### config.mk
export PLATFORM = sky130hd
export DESIGN_NAME = lifo_stack_with_peek
export DESIGN_NICKNAME = d
export VERILOG_FILES = /design/src/lifo_pkg.sv /design/src/lifo_mem.sv /design/src/lifo_ctrl.sv /design/src/lifo_stack_with_peek.sv
export SDC_FILE = /design/constraint.sdc
export NUM_CORES = 2
export LEC_CHECK = 0
export BUFFER_PORTS_ARGS = -buffer_cell sky130_fd_sc_hd__clkbuf_2
export CORE_ASPECT_RATIO = 0.75
export CORE_UTILIZATION = 45
export CTS_CLUSTER_DIAMETER = 100
export DETAILED_ROUTE_END_ITERATION = 10
export MAX_ROUTING_LAYER = met4
export PLACE_DENSITY = 0.71
export REMOVE_ABC_BUFFERS = 1
export SLEW_MARGIN = 0
export SYNTH_ARGS = -nofsm -noshare
export SYNTH_HDL_FRONTEND = slang
export SYNTH_HIERARCHICAL = 1
export SYNTH_SLANG_ARGS = --single-unit
export TNS_END_PERCENT = 5
### constraint.sdc
create_clock -name clk -period 4.8 [get_ports clk]
set_clock_uncertainty 0.2 [all_clocks]
set_input_delay 0.24 -clock clk [delete_from_list [all_inputs] [get_ports clk]]
set_output_delay 0.24 -clock clk [all_outputs]
set_load 0.1 [all_outputs]
### src/lifo_pkg.sv
`timescale 1ns / 1ps
// ----------------------------------------------------------------------------
// lifo_pkg
// Shared types, field widths and operation and status codes for the LIFO
// stack with peek.
// ----------------------------------------------------------------------------
package lifo_pkg;

    localparam int DATA_W        = 32;
    localparam int MODE_W        = 3;
    localparam int POS_W         = 7;
    localparam int COUNT_W       = 7;
    localparam int STATUS_W      = 2;
    localparam int CAP_W         = 7;
    localparam int DEPTH_DEFAULT = 64;

    localparam logic [CAP_W-1:0] CAP_RESET = 7'd64;

    localparam logic [MODE_W-1:0] MODE_PUSH   = 3'd0;
    localparam logic [MODE_W-1:0] MODE_POP    = 3'd1;
    localparam logic [MODE_W-1:0] MODE_PEEK   = 3'd2;
    localparam logic [MODE_W-1:0] MODE_TOP    = 3'd3;
    localparam logic [MODE_W-1:0] MODE_BOTTOM = 3'd4;

    localparam logic [STATUS_W-1:0] ST_OK        = 2'd0;
    localparam logic [STATUS_W-1:0] ST_OVERFLOW  = 2'd1;
    localparam logic [STATUS_W-1:0] ST_UNDERFLOW = 2'd2;
    localparam logic [STATUS_W-1:0] ST_BADPOS    = 2'd3;

    typedef struct packed {
        logic [MODE_W-1:0]        mode;
        logic signed [DATA_W-1:0] value;
        logic [POS_W-1:0]         position;
    } cmd_t;

    typedef struct packed {
        logic signed [DATA_W-1:0] data;
        logic [STATUS_W-1:0]      status;
        logic [COUNT_W-1:0]       count;
        logic                     full_res;
        logic                     empty_res;
    } result_t;

endpackage

### src/lifo_mem.sv
`timescale 1ns / 1ps
// ----------------------------------------------------------------------------
// lifo_mem
// Entry storage of the stack: one synchronous memory with a registered read.
// ----------------------------------------------------------------------------
module lifo_mem #(
    parameter int DEPTH = lifo_pkg::DEPTH_DEFAULT
) (
    input  logic                        clk,
    input  logic                        we,
    input  logic [$clog2(DEPTH)-1:0]    waddr,
    input  logic [lifo_pkg::DATA_W-1:0] wdata,
    input  logic                        re,
    input  logic [$clog2(DEPTH)-1:0]    raddr,
    output logic [lifo_pkg::DATA_W-1:0] rdata
);

    logic [lifo_pkg::DATA_W-1:0] mem [DEPTH];
    logic [lifo_pkg::DATA_W-1:0] rdata_reg;

    always_ff @(posedge clk)
    begin
        if (we)
        begin
            mem[waddr] <= wdata;
        end
        if (re)
        begin
            rdata_reg <= mem[raddr];
        end
    end

    assign rdata = rdata_reg;

endmodule

### src/lifo_ctrl.sv
`timescale 1ns / 1ps
// ----------------------------------------------------------------------------
// lifo_ctrl
// Fill count, capacity register, address generation and result formation
// for the LIFO stack.
// ----------------------------------------------------------------------------
module lifo_ctrl #(
    parameter int DEPTH = lifo_pkg::DEPTH_DEFAULT
) (
    input  logic                         clk,
    input  logic                         rst_n,
    input  logic                         start,
    input  lifo_pkg::cmd_t               cmd,
    output logic                         busy,
    output logic                         result_valid,
    output lifo_pkg::result_t            result,
    input  logic                         cfg_wr,
    input  logic [lifo_pkg::CAP_W-1:0]   cfg_data,
    output logic                         mem_we,
    output logic [$clog2(DEPTH)-1:0]     mem_waddr,
    output logic [lifo_pkg::DATA_W-1:0]  mem_wdata,
    output logic                         mem_re,
    output logic [$clog2(DEPTH)-1:0]     mem_raddr,
    input  logic [lifo_pkg::DATA_W-1:0]  mem_rdata
);

    localparam int AW    = $clog2(DEPTH);
    localparam int CNT_W = $clog2(DEPTH + 1);
    localparam int W     = (CNT_W > lifo_pkg::CAP_W) ? CNT_W : lifo_pkg::CAP_W;

    logic [lifo_pkg::CAP_W-1:0]    cap_reg;
    logic [CNT_W-1:0]              count_reg;
    logic [CNT_W-1:0]              count_next;
    logic                          busy_reg;
    logic                          use_mem_reg;
    logic                          use_mem_next;
    logic                          err_reg;
    logic                          err_next;
    logic [lifo_pkg::STATUS_W-1:0] status_reg;
    logic [lifo_pkg::STATUS_W-1:0] status_next;

    logic            go;
    logic [W-1:0]    cap_w;
    logic [W-1:0]    eff_cap;
    logic [W-1:0]    count_w;
    logic [W-1:0]    pos_w;
    logic [W-1:0]    peek_idx;
    logic            full_now;
    logic [AW-1:0]   raddr;

    assign go      = start && !busy_reg;
    assign cap_w   = W'(cap_reg);
    assign count_w = W'(count_reg);
    assign pos_w   = W'(cmd.position);
    assign peek_idx = count_w - pos_w;

    always_comb
    begin
        if (cap_w == '0)
        begin
            eff_cap = W'(1);
        end
        else if (cap_w > W'(DEPTH))
        begin
            eff_cap = W'(DEPTH);
        end
        else
        begin
            eff_cap = cap_w;
        end
    end

    assign full_now = (count_w >= eff_cap);

    always_comb
    begin
        count_next   = count_reg;
        use_mem_next = 1'b0;
        err_next     = 1'b0;
        status_next  = lifo_pkg::ST_OK;
        mem_we       = 1'b0;
        mem_re       = 1'b0;
        raddr        = '0;
        unique case (cmd.mode)
            lifo_pkg::MODE_PUSH:
            begin
                if (full_now)
                begin
                    status_next = lifo_pkg::ST_OVERFLOW;
                end
                else
                begin
                    mem_we     = go;
                    count_next = count_reg + CNT_W'(1);
                end
            end
            lifo_pkg::MODE_POP:
            begin
                if (count_reg == '0)
                begin
                    status_next = lifo_pkg::ST_UNDERFLOW;
                    err_next    = 1'b1;
                end
                else
                begin
                    count_next   = count_reg - CNT_W'(1);
                    raddr        = AW'(count_reg - CNT_W'(1));
                    mem_re       = go;
                    use_mem_next = 1'b1;
                end
            end
            lifo_pkg::MODE_PEEK:
            begin
                if (pos_w == '0 || pos_w > count_w)
                begin
                    status_next = lifo_pkg::ST_BADPOS;
                    err_next    = 1'b1;
                end
                else
                begin
                    raddr        = peek_idx[AW-1:0];
                    mem_re       = go;
                    use_mem_next = 1'b1;
                end
            end
            lifo_pkg::MODE_TOP, lifo_pkg::MODE_BOTTOM:
            begin
                if (count_reg == '0)
                begin
                    status_next = lifo_pkg::ST_UNDERFLOW;
                    err_next    = 1'b1;
                end
                else
                begin
                    if (cmd.mode == lifo_pkg::MODE_TOP)
                    begin
                        raddr = AW'(count_reg - CNT_W'(1));
                    end
                    mem_re       = go;
                    use_mem_next = 1'b1;
                end
            end
            default:
            begin
            end
        endcase
    end

    assign mem_waddr = count_reg[AW-1:0];
    assign mem_wdata = $unsigned(cmd.value);
    assign mem_raddr = raddr;

    always_ff @(posedge clk or negedge rst_n)
    begin
        if (!rst_n)
        begin
            cap_reg   <= lifo_pkg::CAP_RESET;
            count_reg <= '0;
            busy_reg  <= 1'b0;
        end
        else
        begin
            if (cfg_wr)
            begin
                cap_reg <= cfg_data;
            end
            if (go)
            begin
                busy_reg  <= 1'b1;
                count_reg <= count_next;
            end
            else
            begin
                busy_reg <= 1'b0;
            end
        end
    end

    always_ff @(posedge clk)
    begin
        if (go)
        begin
            use_mem_reg <= use_mem_next;
            err_reg     <= err_next;
            status_reg  <= status_next;
        end
    end

    assign busy         = busy_reg;
    assign result_valid = busy_reg;

    always_comb
    begin
        if (use_mem_reg)
        begin
            result.data = $signed(mem_rdata);
        end
        else if (err_reg)
        begin
            result.data = '1;
        end
        else
        begin
            result.data = '0;
        end
        result.status    = status_reg;
        result.count     = lifo_pkg::COUNT_W'(count_reg);
        result.full_res  = full_now;
        result.empty_res = (count_reg == '0);
    end

endmodule

### src/lifo_stack_with_peek.sv
`timescale 1ns / 1ps
// ----------------------------------------------------------------------------
// lifo_stack_with_peek
// Bounded LIFO stack of signed words with push, pop, peek, read top and read
// bottom operations, each returning one result item.
// ----------------------------------------------------------------------------
//  Channel   Ports                          Handshake
//  command   start, busy, cmd               taken when start high, busy low
//  result    result_valid, result           one cycle, cannot be held off
//  config    cfg_valid, cfg_ready, cfg_data written when valid and ready
//
//  The memory is read or written at the accept edge, and the result appears
//  in the next cycle while busy is high; no new command is taken then.
//  The result waits on the registered read port of the entry memory.
//  Reset clears the fill count and sets the capacity to 64; entries need no
//  clearing pass. The configuration port is always ready.
// ----------------------------------------------------------------------------
module lifo_stack_with_peek #(
    parameter int DEPTH = lifo_pkg::DEPTH_DEFAULT
) (
    input  logic                       clk,
    input  logic                       rst_n,
    input  logic                       start,
    output logic                       busy,
    input  lifo_pkg::cmd_t             cmd,
    output logic                       result_valid,
    output lifo_pkg::result_t          result,
    input  logic                       cfg_valid,
    output logic                       cfg_ready,
    input  logic [lifo_pkg::CAP_W-1:0] cfg_data
);

    logic                        mem_we;
    logic [$clog2(DEPTH)-1:0]    mem_waddr;
    logic [lifo_pkg::DATA_W-1:0] mem_wdata;
    logic                        mem_re;
    logic [$clog2(DEPTH)-1:0]    mem_raddr;
    logic [lifo_pkg::DATA_W-1:0] mem_rdata;

    assign cfg_ready = 1'b1;

    lifo_ctrl #(
        .DEPTH(DEPTH)
    ) u_ctrl (
        .clk         (clk),
        .rst_n       (rst_n),
        .start       (start),
        .cmd         (cmd),
        .busy        (busy),
        .result_valid(result_valid),
        .result      (result),
        .cfg_wr      (cfg_valid && cfg_ready),
        .cfg_data    (cfg_data),
        .mem_we      (mem_we),
        .mem_waddr   (mem_waddr),
        .mem_wdata   (mem_wdata),
        .mem_re      (mem_re),
        .mem_raddr   (mem_raddr),
        .mem_rdata   (mem_rdata)
    );

    lifo_mem #(
        .DEPTH(DEPTH)
    ) u_mem (
        .clk  (clk),
        .we   (mem_we),
        .waddr(mem_waddr),
        .wdata(mem_wdata),
        .re   (mem_re),
        .raddr(mem_raddr),
        .rdata(mem_rdata)
    );

endmodule
==> flow_summary_export.csv <==
group,metric,value,unit
min_path,hold_depth,6,
sta,timing.slew.headroom,32.6,%
critical_path,cp.required,5.14,ns
placed_design,port_buffers,97,
sta,setup_slack,0.122,ns
placed_design,hpwl,123000,um
min_path,hp-class,"in -> reg",
routing,via_per_inst,6.14,
placed_design,dp_worst_setup_slack,-0.127,ns
cells_and_area,design_area,93000,sq um
power_and_ir_drop,switching_power,13000,uW
yosys,ys_ff_latch,2099,
critical_path,end_kind,"register",
power_and_ir_drop,p_leak,0.0285,uW
floorplan,initial_core_util,45.5,%
outcome,violations,"DRC",
clock_tree,cts_root_buf,"clkbuf_16",
cells_and_area,area_delta_synth_final,14.7,%
yosys,netlist_area,81100,sq um
routing,dr.first_iter.drc_count,6596,
clock_tree,cts.sinks,2099,
placed_design,dp.cells,6122,
global_route,grt_max_degree,70,
sta,timing.fmax,214,MHz
floorplan,dieArea,182000,sq um
power_and_ir_drop,p_int,31800,uW
global_route,overflow,0,
cells_and_area,stdcell_count,6523,
routing,wl_per_cell,32.7,um
sta,final_hold_viol_count,0,
floorplan,ios,99,
critical_path,ff2ff_setup_slack,0.12,ns
global_route,grt_pass1_wl,299000,um
yosys,seq_area_frac_synth,77.6,%
critical_path,crit_path_max_fanout,29,
clock_tree,path_clk_slew,0.07,ns
clock_tree,cts_buffer_depth,3,
critical_path,arrival,5.02,ns
cells_and_area,drive_gt1_share,30.4,%
placed_design,routabilityCongestion,0.905,
sta,finalCritPeriodShare,97.5,%
power_and_ir_drop,vdd_drop_max,0.439,mV
routing,ant_nets,0,
routing,first_pass_iters,9,
sta,min_period,4.68,ns
power_and_ir_drop,combPwrFrac,22.6,%
clock_tree,cts_tree,"built",
critical_path,path_class,"reg -> reg",
global_route,antenna_found_initial,8,
clock_tree,cts_setup_buffers,0,
floorplan,rows,134,
clock_tree,clkLatencyLatePin,0.84,ns
sta,setup_viol,0,
yosys,synth_cell_types,60,
yosys,synth_flop_cell,"edfxtp_1",
sta,slew_viol_final,0,
critical_path,start_kind,"register",
placed_design,dpl-instance-area,86500,sq um
floorplan,core_area,178000,sq um
cells_and_area,largest_register_ffs,2048,
power_and_ir_drop,p_sw_share,29.1,%
critical_path,crit_start,"u_ctrl/count_reg[3]",
yosys,yosysWarnings,6,
global_route,track_usage,24.2,%
min_path,hold_start,"cmd[3]",
routing,drc,6,
floorplan,chipHeight,370,um
critical_path,crit_end,"u_mem/rdata[8]",
power_and_ir_drop,powerDensity,482,nW/um^2
yosys,synth-edff-count,2084,
outcome,status,"finished, violations left",
routing,routed_wl,214000,um
routing,vias,40100,
yosys,synthCells,3615,
sta,tightestPinTransition,1.01,ns
yosys,syn_avg_cell_area,22.4,sq um
sta,rsz0062_at_grt,"yes",
critical_path,rr_startpoint,"u_ctrl/count_reg[3]",
critical_path,r2r_end,"u_mem/rdata[8]",
floorplan,die_w,492,um
power_and_ir_drop,seq_power_share,45.7,%
job,maxCapViolations,0,
global_route,grt_pass1_vias,39600,
clock_tree,cts_inserted_buffers,183,
cells_and_area,nNetsFinal,4071,
critical_path,r2r_cells,15,
yosys,synth-async-reset-ratio,0.715,%
clock_tree,htree_levels,4,
power_and_ir_drop,clockPowerShare,31.7,%
## cell usage in the layout, fill, tap and decap left out, types with 9 or more instances in the layout
master and n:
ha_1 22, nor2_1 81, edfxtp_1 2084, clkinv_1 38, nand2b_1 9, nand3_1 10
inv_1 18, clkinv_2 26, nor2b_1 18, o22ai_1 78, clkbuf_1 44, mux4_2 544
nor2_4 62, buf_12 52, clkbuf_16 186, clkbuf_2 97, clkinvlp_4 9, a22oi_1 12
buf_4 209, xnor2_1 12, dfrtp_1 14, dlygate4sd3_1 67, mux2i_1 93, o221ai_1 27
a21oi_1 66, nand2_1 104
## cells in the mapped netlist, types with 21 or more instances
cell	instances	area (sq um)
mux2i_1	94	941
buf_2	58	290
buf_1	21	78.8
clkbuf_1	84	315
o221ai_1	27	236
nor2_1	143	537
ha_1	22	275
buf_4	66	495
nand2_1	104	390
edfxtp_1	2084	62600
mux4_2	544	12300
a21oi_1	71	355
o22ai_1	90	563
## power groups by stage
stage	Clock (uW)	Combinational (uW)	Sequential, uW
after floorplan	0	6030	21000
after global placement	0	9740	20900
after detailed placement	0	9790	20900
after CTS	14300	9920	20500
after global routing	15000	10500	20500
final	14200	10100	20500
## stage by stage
stage	hold slack, ns	utilization, %	setup TNS [ns]	power (uW)
final	0.0896	52.1	0	44800
after CTS	0.0106	52.1	0	44700
after global routing	0.154	52.1	-0.0242	46000
after detailed placement	0.00512	48.5	-0.282	30700
after floorplan	-0.256	-	-1923.59	27000
after global placement	-0.00617	48.5	-0.300	30600
## layer usage
metal	global-route usage, %	share of wire (%)	wire [um]	vias to the layer above
met5	-	0	0	-
li1	-	-	-	16000
met1	33.0	38	81400	21000
met4	7.32	2.6	5630	0
met2	33.7	44	94000	2716
met3	9.16	15	32600	299
## worst max-delay path: stages (launching register included)
cell and delay [ns]:
dfrtp_1 0.44, inv_1 0.16, ha_1 0.23, a211oi_1 0.24, o21bai_1 0.13, o22ai_2 0.15, nand4_1 0.19, o22ai_4 0.27
buf_12 0.23, buf_12 0.21, buf_12 0.28, mux4_2 0.56, nor2b_1 0.35, a21oi_1 0.08, a311oi_1 0.53, nor3_1 0.11
## worst min-delay path by stage
stage                                       to  slack (ns)
after global placement             u_ctrl/busy      -0.006
final                       u_ctrl/use_mem_reg        0.09
after global routing      u_ctrl/status_reg[0]        0.15
after floorplan                    u_ctrl/busy       -0.26
after detailed placement           u_ctrl/busy       0.005
after CTS                   u_ctrl/use_mem_reg        0.01
## final cells by class
type / instances / area [sq um]
sequential: 2099 / 63000
clock inverter: 97 / 805
inverter: 19 / 71.3
timing repair buffer: 430 / 3840
clock buffer: 232 / 4850
fill: 13500 / 85400
antenna: 4 / 10.0
multi-input combinational: 1262 / 17500
tap: 2380 / 2980
## kinds of logic (layout without fill, tap and decap cells)
| kind of cell | Yosys count | after routing | share of synthesized area (%) |
|---|---|---|---|
| AND/OR/NAND/NOR | 337 | 337 | 1.87 |
| other | 1 | 5 | 0.00462 |
| multiplexers | 645 | 645 | 16.4 |
| AO/OA/AOI/OAI | 243 | 243 | 1.98 |
| buffers and inverters | 254 | 778 | 1.63 |
| flip-flops | 2099 | 2099 | 77.6 |
| XOR/XNOR | 13 | 13 | 0.140 |
| adder cells (fa/ha/maj) | 23 | 23 | 0.364 |
## repair_timing
item | 4_1_cts | 5_1_grt
resized for setup | 5 | 16
setup endpoints to repair | 5 | 20
hold buffers | 67 | 0
hold endpoints to repair | 2006 | 0
(Power assumes the default switching activity.)
